$ cat src/hdl/tbs_pkg.sv
// Types and constants shared by the transport block size calculator.
package tbs_pkg;

    localparam int unsigned PROD_W = 28;
    localparam int unsigned SEG_W  = 29;
    localparam int unsigned Z_W    = 13;
    localparam int unsigned BLK_W  = 27;

    localparam logic [Z_W-1:0]    Z_RESET   = 13'd6144;
    localparam logic [BLK_W-1:0]  BLK_MAX   = 27'h7FF_FFFF;
    localparam logic [PROD_W-1:0] CRC_BITS  = 28'd24;
    localparam logic [PROD_W-1:0] THR_8     = 28'd512;
    localparam logic [PROD_W-1:0] THR_16    = 28'd1024;
    localparam logic [PROD_W-1:0] THR_32    = 28'd2048;

    typedef struct packed {
        logic [3:0]  spatial_streams;
        logic [15:0] data_subcarriers;
        logic [3:0]  bits_per_symbol;
        logic [3:0]  rate_numerator;
        logic [4:0]  rate_denominator;
    } tbs_fmt_t;

    typedef struct packed {
        logic [BLK_W-1:0] block_bits;
        logic             ill_configured;
    } tbs_res_t;

    typedef logic [Z_W-1:0] tbs_cfg_t;

    typedef struct packed {
        logic [PROD_W-1:0] n;
        logic              ill;
        logic              fits;
    } tbs_seg_t;

endpackage

$ cat src/hdl/tbs_chan_if.sv
// Valid/ready request channel carrying one payload.
interface tbs_chan_if #(parameter type T = logic) ();
    logic valid;
    logic ready;
    T     data;

    modport source (output valid, output data, input ready);
    modport sink   (input valid, input data, output ready);
endinterface

$ cat src/hdl/tbs_div_cell.sv
// One restoring division step with its own pipeline register and handshake.
module tbs_div_cell #(
    parameter int unsigned NW = 28,
    parameter int unsigned DW = 5,
    parameter int unsigned SW = 1
) (
    input  logic          clk,
    input  logic          rst_n,
    input  logic          in_valid,
    output logic          in_ready,
    input  logic [DW-1:0] in_rem,
    input  logic [NW-1:0] in_dq,
    input  logic [DW-1:0] in_div,
    input  logic [SW-1:0] in_side,
    output logic          out_valid,
    input  logic          out_ready,
    output logic [DW-1:0] out_rem,
    output logic [NW-1:0] out_dq,
    output logic [DW-1:0] out_div,
    output logic [SW-1:0] out_side
);

    logic          valid_reg;
    logic [DW-1:0] rem_reg, rem_next;
    logic [NW-1:0] dq_reg, dq_next;
    logic [DW-1:0] div_reg;
    logic [SW-1:0] side_reg;
    logic [DW:0]   trial;
    logic [DW:0]   diff;
    logic          ge;

    assign in_ready = !valid_reg || out_ready;

    always_comb
    begin
        trial    = {in_rem, in_dq[NW-1]};
        diff     = trial - {1'b0, in_div};
        ge       = trial >= {1'b0, in_div};
        rem_next = ge ? diff[DW-1:0] : trial[DW-1:0];
        dq_next  = {in_dq[NW-2:0], ge};
    end

    always_ff @(posedge clk or negedge rst_n)
    begin
        if (!rst_n)
        begin
            valid_reg <= 1'b0;
        end
        else if (in_ready)
        begin
            valid_reg <= in_valid;
        end
    end

    always_ff @(posedge clk)
    begin
        if (in_ready && in_valid)
        begin
            rem_reg  <= rem_next;
            dq_reg   <= dq_next;
            div_reg  <= in_div;
            side_reg <= in_side;
        end
    end

    assign out_valid = valid_reg;
    assign out_rem   = rem_reg;
    assign out_dq    = dq_reg;
    assign out_div   = div_reg;
    assign out_side  = side_reg;

endmodule

$ cat src/hdl/tbs_divider.sv
// Pipelined divider: a chain of restoring cells, one quotient bit per cell.
module tbs_divider #(
    parameter int unsigned NW = 28,
    parameter int unsigned DW = 5,
    parameter int unsigned SW = 1
) (
    input  logic          clk,
    input  logic          rst_n,
    input  logic          in_valid,
    output logic          in_ready,
    input  logic [NW-1:0] dividend,
    input  logic [DW-1:0] divisor,
    input  logic [SW-1:0] in_side,
    output logic          out_valid,
    input  logic          out_ready,
    output logic [NW-1:0] quotient,
    output logic [SW-1:0] out_side
);

    logic [NW:0]   v;
    logic [NW:0]   rdy;
    logic [DW-1:0] rem  [NW+1];
    logic [NW-1:0] dq   [NW+1];
    logic [DW-1:0] dvs  [NW+1];
    logic [SW-1:0] side [NW+1];

    assign v[0]    = in_valid;
    assign in_ready = rdy[0];
    assign rem[0]  = '0;
    assign dq[0]   = dividend;
    assign dvs[0]  = divisor;
    assign side[0] = in_side;

    for (genvar i = 0; i < NW; i++)
    begin : g_cell
        tbs_div_cell #(.NW(NW), .DW(DW), .SW(SW)) u_cell (
            .clk      (clk),
            .rst_n    (rst_n),
            .in_valid (v[i]),
            .in_ready (rdy[i]),
            .in_rem   (rem[i]),
            .in_dq    (dq[i]),
            .in_div   (dvs[i]),
            .in_side  (side[i]),
            .out_valid(v[i+1]),
            .out_ready(rdy[i+1]),
            .out_rem  (rem[i+1]),
            .out_dq   (dq[i+1]),
            .out_div  (dvs[i+1]),
            .out_side (side[i+1])
        );
    end

    assign rdy[NW]   = out_ready;
    assign out_valid = v[NW];
    assign quotient  = dq[NW];
    assign out_side  = side[NW];

endmodule

$ cat src/hdl/transport_block_size_calc.sv
// Transport block size calculator top level.
// Usage:
//   fmt : request channel of packet formats (streams, subcarriers, bits per
//         symbol, code rate numerator and denominator).
//   tbs : request channel of results (block_bits, ill_configured), one per
//         format, in order.
//   cfg : write channel for the code block size Z; always ready. Write only
//         while no format is in flight.
// Pipeline: three multiply stages, a 28-cell chain dividing by
// the rate denominator, a rounding stage, a 29-cell chain dividing by Z for
// the segment count, and the output register. One format is accepted per
// cycle when no stage is stalled. Every cell holds its own valid bit, so a
// stalled tbs receiver only backs up the cells that are full; empty cells keep
// taking requests until the chain is full, then fmt.ready drops.
// Reset empties the pipeline and sets Z to 6144.
module transport_block_size_calc (
    input logic clk,
    input logic rst_n,
    tbs_chan_if.sink   fmt,
    tbs_chan_if.source tbs,
    tbs_chan_if.sink   cfg
);

    logic [tbs_pkg::Z_W-1:0] z_reg;

    logic        v1_reg, v2_reg, v3_reg, v4_reg, v5_reg;
    logic        rdy1, rdy2, rdy3, rdy4, rdy5, rdy_d1, rdy_d2;
    logic [19:0] a1_reg;
    logic [3:0]  bps1_reg, num1_reg, num2_reg;
    logic [4:0]  den1_reg, den2_reg, den3_reg;
    logic [23:0] b2_reg;
    logic [tbs_pkg::PROD_W-1:0] d3_reg;

    logic                        vd1;
    logic [tbs_pkg::PROD_W-1:0]  q1;
    logic                        den0_d1;

    logic [tbs_pkg::PROD_W-1:0]  n_next;
    logic [tbs_pkg::SEG_W-1:0]   dvd_next, dvd_reg;
    tbs_pkg::tbs_seg_t           seg_next, seg_reg;

    logic                        vd2;
    logic [tbs_pkg::SEG_W-1:0]   q2;
    tbs_pkg::tbs_seg_t           seg_d2;

    logic [tbs_pkg::SEG_W:0]     c1;
    logic [34:0]                 ov;
    logic [tbs_pkg::PROD_W-1:0]  diff;
    tbs_pkg::tbs_res_t           res_next, res_reg;

    assign cfg.ready = 1'b1;

    always_ff @(posedge clk or negedge rst_n)
    begin
        if (!rst_n)
        begin
            z_reg <= tbs_pkg::Z_RESET;
        end
        else if (cfg.valid)
        begin
            z_reg <= cfg.data;
        end
    end

    assign rdy1 = !v1_reg || rdy2;
    assign rdy2 = !v2_reg || rdy3;
    assign rdy3 = !v3_reg || rdy_d1;
    assign rdy4 = !v4_reg || rdy_d2;
    assign rdy5 = !v5_reg || tbs.ready;
    assign fmt.ready = rdy1;

    always_ff @(posedge clk or negedge rst_n)
    begin
        if (!rst_n)
        begin
            v1_reg <= 1'b0;
            v2_reg <= 1'b0;
            v3_reg <= 1'b0;
            v4_reg <= 1'b0;
            v5_reg <= 1'b0;
        end
        else
        begin
            if (rdy1) v1_reg <= fmt.valid;
            if (rdy2) v2_reg <= v1_reg;
            if (rdy3) v3_reg <= v2_reg;
            if (rdy4) v4_reg <= vd1;
            if (rdy5) v5_reg <= vd2;
        end
    end

    always_ff @(posedge clk)
    begin
        if (rdy1 && fmt.valid)
        begin
            a1_reg   <= 20'(fmt.data.spatial_streams) * 20'(fmt.data.data_subcarriers);
            bps1_reg <= fmt.data.bits_per_symbol;
            num1_reg <= fmt.data.rate_numerator;
            den1_reg <= fmt.data.rate_denominator;
        end
        if (rdy2 && v1_reg)
        begin
            b2_reg   <= 24'(a1_reg) * 24'(bps1_reg);
            num2_reg <= num1_reg;
            den2_reg <= den1_reg;
        end
        if (rdy3 && v2_reg)
        begin
            d3_reg   <= tbs_pkg::PROD_W'(b2_reg) * tbs_pkg::PROD_W'(num2_reg);
            den3_reg <= den2_reg;
        end
    end

    // payload divide by rate denominator; a zero denominator is flagged on the side
    tbs_divider #(.NW(tbs_pkg::PROD_W), .DW(5), .SW(1)) u_div_rate (
        .clk      (clk),
        .rst_n    (rst_n),
        .in_valid (v3_reg),
        .in_ready (rdy_d1),
        .dividend (d3_reg),
        .divisor  (den3_reg),
        .in_side  (den3_reg == 5'd0),
        .out_valid(vd1),
        .out_ready(rdy4),
        .quotient (q1),
        .out_side (den0_d1)
    );

    // round down, classify, and form ceil((n - 24) / z) dividend
    always_comb
    begin
        priority if (q1 <= tbs_pkg::THR_8)
            n_next = {q1[tbs_pkg::PROD_W-1:3], 3'b0};
        else if (q1 <= tbs_pkg::THR_16)
            n_next = {q1[tbs_pkg::PROD_W-1:4], 4'b0};
        else if (q1 <= tbs_pkg::THR_32)
            n_next = {q1[tbs_pkg::PROD_W-1:5], 5'b0};
        else
            n_next = {q1[tbs_pkg::PROD_W-1:6], 6'b0};
        seg_next.n    = n_next;
        seg_next.fits = n_next <= tbs_pkg::PROD_W'(z_reg);
        seg_next.ill  = den0_d1 || (n_next <= tbs_pkg::CRC_BITS)
                        || (!seg_next.fits && (z_reg == '0));
        dvd_next = {1'b0, n_next} - tbs_pkg::SEG_W'(tbs_pkg::CRC_BITS)
                   + tbs_pkg::SEG_W'(z_reg) - tbs_pkg::SEG_W'(1);
    end

    always_ff @(posedge clk)
    begin
        if (rdy4 && vd1)
        begin
            seg_reg <= seg_next;
            dvd_reg <= dvd_next;
        end
    end

    // segment count; a zero Z only reaches here already flagged ill
    tbs_divider #(
        .NW(tbs_pkg::SEG_W), .DW(tbs_pkg::Z_W), .SW($bits(tbs_pkg::tbs_seg_t))
    ) u_div_seg (
        .clk      (clk),
        .rst_n    (rst_n),
        .in_valid (v4_reg),
        .in_ready (rdy_d2),
        .dividend (dvd_reg),
        .divisor  (z_reg),
        .in_side  (seg_reg),
        .out_valid(vd2),
        .out_ready(rdy5),
        .quotient (q2),
        .out_side (seg_d2)
    );

    always_comb
    begin
        c1   = {1'b0, q2} + (tbs_pkg::SEG_W + 1)'(1);
        ov   = 35'({c1, 4'b0}) + 35'({c1, 3'b0});
        diff = '0;
        priority if (seg_d2.ill)
        begin
            res_next = '{block_bits: '0, ill_configured: 1'b1};
        end
        else if (seg_d2.fits)
        begin
            diff     = seg_d2.n - tbs_pkg::CRC_BITS;
            res_next = '{block_bits: diff[tbs_pkg::PROD_W-1] ? tbs_pkg::BLK_MAX
                                     : diff[tbs_pkg::BLK_W-1:0],
                         ill_configured: 1'b0};
        end
        else if (ov >= 35'(seg_d2.n))
        begin
            res_next = '{block_bits: '0, ill_configured: 1'b1};
        end
        else
        begin
            diff     = seg_d2.n - ov[tbs_pkg::PROD_W-1:0];
            res_next = '{block_bits: diff[tbs_pkg::PROD_W-1] ? tbs_pkg::BLK_MAX
                                     : diff[tbs_pkg::BLK_W-1:0],
                         ill_configured: 1'b0};
        end
    end

    always_ff @(posedge clk)
    begin
        if (rdy5 && vd2)
        begin
            res_reg <= res_next;
        end
    end

    assign tbs.valid = v5_reg;
    assign tbs.data  = res_reg;

`ifndef SYNTHESIS
    a_ill_zero: assert property (@(posedge clk) disable iff (!rst_n)
        v5_reg && res_reg.ill_configured |-> res_reg.block_bits == '0)
        else $error("ill configured result with nonzero size");

    a_ok_nonzero: assert property (@(posedge clk) disable iff (!rst_n)
        v5_reg && !res_reg.ill_configured |-> res_reg.block_bits != '0)
        else $error("valid result with zero size");
`endif

endmodule

$ cat src/flat_wrapper.sv
// flat-port wrapper written by rule: the top's interface ports become plain ports
module transport_block_size_calc_flat 
  (clk, rst_n, fmt_valid, fmt_data, fmt_ready, tbs_valid, tbs_data, tbs_ready, cfg_valid, cfg_data, cfg_ready);
  tbs_chan_if #(.T(tbs_pkg::tbs_fmt_t)) fmt_i ();
  tbs_chan_if #(.T(tbs_pkg::tbs_res_t)) tbs_i ();
  tbs_chan_if #(.T(tbs_pkg::tbs_cfg_t)) cfg_i ();
  input logic clk;
  input logic rst_n;
  input wire logic [$bits(fmt_i.valid)-1:0] fmt_valid;
  input wire logic [$bits(fmt_i.data)-1:0] fmt_data;
  output wire logic [$bits(fmt_i.ready)-1:0] fmt_ready;
  output wire logic [$bits(tbs_i.valid)-1:0] tbs_valid;
  output wire logic [$bits(tbs_i.data)-1:0] tbs_data;
  input wire logic [$bits(tbs_i.ready)-1:0] tbs_ready;
  input wire logic [$bits(cfg_i.valid)-1:0] cfg_valid;
  input wire logic [$bits(cfg_i.data)-1:0] cfg_data;
  output wire logic [$bits(cfg_i.ready)-1:0] cfg_ready;
  assign fmt_i.valid = fmt_valid;
  assign fmt_i.data = fmt_data;
  assign fmt_ready = fmt_i.ready;
  assign tbs_valid = tbs_i.valid;
  assign tbs_data = tbs_i.data;
  assign tbs_i.ready = tbs_ready;
  assign cfg_i.valid = cfg_valid;
  assign cfg_i.data = cfg_data;
  assign cfg_ready = cfg_i.ready;
  transport_block_size_calc u_core (.clk(clk), .rst_n(rst_n), .fmt(fmt_i), .tbs(tbs_i), .cfg(cfg_i));
endmodule
$ cat config.mk
export PLATFORM = sky130hd
export DESIGN_NAME = transport_block_size_calc_flat
export DESIGN_NICKNAME = d
export VERILOG_FILES = /design/src/hdl/tbs_pkg.sv /design/src/hdl/tbs_chan_if.sv /design/src/hdl/tbs_div_cell.sv /design/src/hdl/tbs_divider.sv /design/src/hdl/transport_block_size_calc.sv /design/src/flat_wrapper.sv
export SDC_FILE = /design/constraint.sdc
export NUM_CORES = 2
export LEC_CHECK = 0
export ABC_CLOCK_PERIOD_IN_PS = 8400
export BUFFER_PORTS_ARGS = -buffer_cell sky130_fd_sc_hd__buf_2
export CORE_MARGIN = 5
export CORE_UTILIZATION = 35
export DETAILED_ROUTE_END_ITERATION = 10
export PLACE_DENSITY = 0.5
export SYNTH_ARGS = -nofsm -noshare
export SYNTH_HDL_FRONTEND = slang
export SYNTH_SLANG_ARGS = --single-unit
$ cat constraint.sdc
create_clock -name clk -period 8.4 [get_ports clk]
set_input_delay 1.26 -clock clk [delete_from_list [all_inputs] [get_ports clk]]
set_output_delay 1.26 -clock clk [all_outputs]
set_load 0.02 [all_outputs]
# After elaboration in Yosys (flattened, before gate mapping)
# Cells that the tools add are included.
# word_totals
regBits	3782
# classes
addsub	62
mul	3
magnitude_cmp	63
mux	62
n_reduce_logical	192
# ops
operator	count
$ge A14 B13 Y1	28
$mux W13	27
$sub A13 B13 Y13	27
$ge A6 B5 Y1	27
$mux W5	26
$sub A5 B5 Y5	26
$logic_or A1 B1 Y1	64
$logic_and A1 B1 Y1	63
$logic_not A1 Y1	63
$mux W28	2
$mux W27	2
$add A34 B33 Y35	1
$ge A35 B28 Y1	1
$add A29 B1 Y30 const B	1
$add A29 B13 Y29	1
$sub A28 B5 Y29 const B	1
$sub A29 B1 Y29 const B	1
$le A28 B10 Y1 const B	1
$le A28 B11 Y1 const B	1
$le A28 B12 Y1 const B	1
$le A28 B13 Y1	1
$le A28 B5 Y1 const B	1
$mul A24 B4 Y28	1
$sub A28 B28 Y28	1
other kinds (11)	14

# Logic depth before layout (Yosys ltp)
# depth
depth_word	64
ltp_mapped	32
ltp_nobuf	31

# Modules after synthesis
# A second synthesis with hierarchy kept.
# unflattened
hier_cells	10379
area_unflattened_um2	163725.8
# modules_own_cells
module	instances	cells_each	area_each_um2	seq_area_each_um2
tbs_div_cell (u_core.u_div_seg.g_cell[0].u_cell ...)	29	207	3503.4	2577.5
tbs_div_cell (u_core.u_div_rate.g_cell[0].u_cell ...)	28	78	1490.2	1196.1
transport_block_size_calc	1	2190	20395.8	5948.2
tbs_divider	2	1	3.8	0.0

# Least setup slack after synthesis
# Ideal clock, no wire load.
# synth_timing
path_type	input port to flip-flop
startpoint	input tbs_ready
endpoint	register u_core.u_div_seg.g_cell[1].u_cell.div_reg[0] (enable)
arrival_ns	7.948
t_required_ns	7.752
path_slack_ns	-0.196
path_stages	6
n_path_buf	0
path_cell_list	and4b_1 -> nand4_2 -> nor4_4 -> nand4_1 -> nor2_1 -> a21boi_0
# synth_via
elab_chain_len	30
# synth_rtl
element	line	rtl
start, declared	flat_wrapper.sv:14	input wire logic [$bits(tbs_i.ready)-1:0] tbs_ready;
$logic_or A1 B1 Y1	transport_block_size_calc.sv:69	assign rdy5 = !v5_reg || tbs.ready;
$logic_or A1 B1 Y1 (28 in series)	tbs_div_cell.sv:32	assign in_ready = !valid_reg || out_ready;
$logic_and A1 B1 Y1	tbs_div_cell.sv:57	if (in_ready && in_valid)
end signal, assigned	tbs_div_cell.sv:61	div_reg <= in_div;
end, declared	tbs_div_cell.sv:26	logic [DW-1:0] div_reg;
# Every way passes these cells.
# A chain may end at the register's enable or synchronous reset.

# Worst setup path after layout
# layout_timing
startpoint	input tbs_ready
endpoint	output fmt_ready
# layout_via
elab_chain_len	62
# layout_rtl
element	line	rtl
$logic_or A1 B1 Y1	transport_block_size_calc.sv:69	
$logic_or A1 B1 Y1 (29 in series)	tbs_div_cell.sv:32	
$logic_or A1 B1 Y1	transport_block_size_calc.sv:68	assign rdy4 = !v4_reg || rdy_d2;
$logic_or A1 B1 Y1 (28 in series)	tbs_div_cell.sv:32	
$logic_or A1 B1 Y1	transport_block_size_calc.sv:67	assign rdy3 = !v3_reg || rdy_d1;
$logic_or A1 B1 Y1	transport_block_size_calc.sv:66	assign rdy2 = !v2_reg || rdy3;
$logic_or A1 B1 Y1	transport_block_size_calc.sv:65	assign rdy1 = !v1_reg || rdy2;
end, declared	flat_wrapper.sv:11	output wire logic [$bits(fmt_i.ready)-1:0] fmt_ready;
# Every way passes these cells.

==> summary.md <==
| Metric | Value |
|---|---|
| Vias in the first global route | `79520` |
| Final worst path period need | `6958 ps` |
| Global-route wire length before repair | `around 440 mm` |
| TritonCTS clock tree | `yes` |
| Hpwl dp | `about 200 mm` |
| Crit-path max cell delay | `approximately 840 ps` |
| Fin cells | `16300` |
| Grt met1 use | `between 10 and 15%` |
| GRT overflow | `0` |
| DRT Wirelength | `around 270 mm` |
| Post-CTS sizing | `0` |
| Power Dens Cells | `284.0 nW/um^2` |
| Initial antenna violation count | `13` |
| Max reg flops | `roughly 840` |
| FILL cells | `slightly below 40000` |
| Routability cong. | `0.8240` |
| Final worst slack | `~1400 ps` |
| Avg Cell Area, Syn | `15.35 um^2` |
| H-tree Lvls | `5` |
| Fmax | `between 100 and 150 MHz` |
| Die width | `~670 um` |
| Worst-path maximum fanout | `5` |
| Status | `complete, no violations` |
| Post-synth EDFFs | `around 3600` |
| Clock sink count | `around 3700` |
| Arrival time worst endpoint | `roughly 5700 ps` |
| Pre-CTS setup slack | `~1400 ps` |
| Cells after Synth | `9824` |
| CP Launch Type | `primary input` |
| Clock transition at path regs | `approximately 60 ps` |
| GRT Util Overall | `12.15%` |
| Final Power | `approximately 49 mW` |
| # setup viols final | `0` |
| FP Rows | `between 200 and 250` |
| Synth warnings | `0` |
| Clock Tree Root | `clkbuf_16` |
| I/O pin cnt | `82` |
| Detail Route Antenna Nets | `0` |
| Slew HR | `between 20 and 25%` |
| Die Area | `approximately 440000 um^2` |
| Clock Path Buffers | `4` |
| Setup repair after global routing missed its margin | `no` |
| Critical-path top delay cell | `nor3_1` |
| Final core area utilization | `39.83%` |
| Reg2Reg Setup Slack | `between 1500 and 2000 ps` |
| Hold Buf Count CTS | `0` |
| Largest net degree at the start of global routing | `83` |
| Met2 usage | `between 20% and 30%` |
| Post-DR vias/cell | `4.637` |
| 1st-iter DRT viols | `4248` |
| Grt met3 use | `roughly 1.7%` |
| Mapped Nets | `10770` |
| Worst slew pin tran | `approximately 1200 ps` |
| Clock latency on the worst-skew pair | `about 950 ps` |
| Max cap viols | `0` |
| Placed Instances | `15600` |
| Sequential share of the synthesized area | `around three quarters` |
| VDD IR max | `about 180 uV` |
| Drt drc | `0` |
| Clk_skew | `74.47 ps` |
| Pre-antenna DRT Iters | `5` |
| Commonest non-fill, non-tap cell in the layout | `edfxtp_1` |
| Ys async rst share | `under 10%` |
| Final Hold Viols | `0` |
| Most frequent cells in the layout | `3615 x edfxtp_1, 1199 x inv_1, 819 x nand2_1` |
| TritonCTS buffer count | `383` |
| Crit path required time | `between 7000 and 8000 ps` |
| Core region area | `between 400000 and 500000 um^2` |
| Setup repair bufs after CTS | `0` |
| Worst Hold Class | `in -> async` |
| Final Slew Violations | `0` |
| Syn-to-layout area delta | `13.62%` |
| Die H | `666.5 um` |
| WL/cell | `between 15 and 20 um` |
| Setup TNS | `0 ps` |
| Vias | `~76000` |
| Critical Path Sink Type | `output pin` |
| Leakage | `about 65 nW` |
| Synth cell types | `81` |
| Worst-path cell chain | `buf_2 > and4b_1 > nand4_2 > nor4_4 > nand4_1 > nor3_1 > nand2_1 > nor3_1 > nand2_1 > nor2_1 > nand4_1 > buf_2` |
| Starting Density | `a little over a third` |
| Share of layout cells above drive strength 1 | `under 10%` |
| Tcrit/Tclk final | `about 83%` |
| Flops & latches, synth | `3690` |
| Synthesized area | `~150000 um^2` |
| Input/output buffers | `80` |
| Top_reg_cell synth | `edfxtp_1` |
| CP Class | `in -> out` |
| Global routing's busiest layer | `met2` |
| Post-layout net count | `11230` |
==> through the flow <==
| step | hold slack [ps] | instance area (um^2) |
|---|---|---|
| floorplan | 400.3 | 150800 |
| global placement | 400.3 | 159000 |
| detailed placement | 404.5 | 159000 |
| CTS | 195.3 | 171400 |
| global route | 257.9 | 171400 |
| finish | 307.8 | 171400 |
==> layer usage <==
layer,wire [um],share of wire [%],vias up
met5,13,0.0047,-
met4,9681,3.5,2
met3,8400,3.1,535
met2,148500,54,1049
met1,108100,39,37270
li1,-,-,36740
==> synthesized netlist by cell type (112+ instances only) <==
cell,n,area (um^2)
inv_1,1199,4501
a21oi_1,381,1907
xnor2_1,261,2286
edfxtp_1,3615,108600
xor2_1,148,1296
o21ai_0,633,3168
a21o_1,204,1531
ha_1,734,9184
and2_1,118,738.2
fa_1,163,3263
nor2_1,222,833.3
o31ai_1,115,863.3
nor3_1,125,625.6
and3_1,112,700.7
nand2_1,819,3074
==> area by class of cell <==
class | count | area [um^2] | area share, %
Antenna cell | 6 | 15.01 | 0.008760
Clock inverter | 240 | 2467 | 1.440
Tap cell | 5710 | 7144 | 4.168
Sequential cell | 3690 | 110400 | 64.43
Clock buffer | 454 | 9921 | 5.788
Multi-Input combinational cell | 4841 | 35880 | 20.94
Inverter | 1200 | 4504 | 2.628
Timing Repair Buffer | 163 | 1026 | 0.5986
==> path summary, 6_finish.rpt <==
| path | start | to | cells past startpoint |
|---|---|---|---|
| worst max-delay path | tbs_ready | fmt_ready | 12 |
| worst min-delay path | rst_n | u_core.u_div_seg.g_cell[26].u_cell.out_valid$_DFFE_PN0P_ | 1 |
| worst max register to register | u_core.u_div_seg.g_cell[28].u_cell.out_dq[2]$_DFFE_PP_ | u_core.tbs.data[20]$_SDFFCE_PP0P_ | 31 |
| worst min register to register | u_core.u_div_seg.g_cell[21].u_cell.out_dq[22]$_DFFE_PP_ | u_core.u_div_seg.g_cell[22].u_cell.out_dq[23]$_DFFE_PP_ | 0 |
| max in group asynchronous | rst_n | u_core.v1_reg$_DFFE_PN0P_ | 2 |
| min in group clk | u_core.u_div_seg.g_cell[21].u_cell.out_dq[22]$_DFFE_PP_ | u_core.u_div_seg.g_cell[22].u_cell.out_dq[23]$_DFFE_PP_ | 0 |
==> worst max-delay path, delay by kind of cell <==
kind                   cells  cell delay [ps]
AND/OR/NAND/NOR           10             4050
buffers and inverters      2              360
==> power by group <==
part | switching, mW | total, mW | internal (mW)
combinational | 5.01 | 8.53 | 3.52
clock | 6.98 | 16.6 | 9.59
sequential | 0.893 | 23.6 | 22.7
==> logic make-up (layout without fill, tap and decap cells) <==
logic type / Yosys count / count (layout) / synth area share, %
xor gates and xnor gates: 409 / 409 / 2.375
DFF: 3690 / 3690 / 73.21
adders and majority gates: 897 / 897 / 8.251
buffers and inverters: 1293 / 2057 / 3.274
other: 1 / 7 / 0.002486
muxes: 31 / 31 / 0.2057
AOI/OAI and AO/OA: 1666 / 1666 / 6.901
and+or+nand+nor: 1837 / 1837 / 5.781
Note: power is estimated with default switching activity, not from simulation.
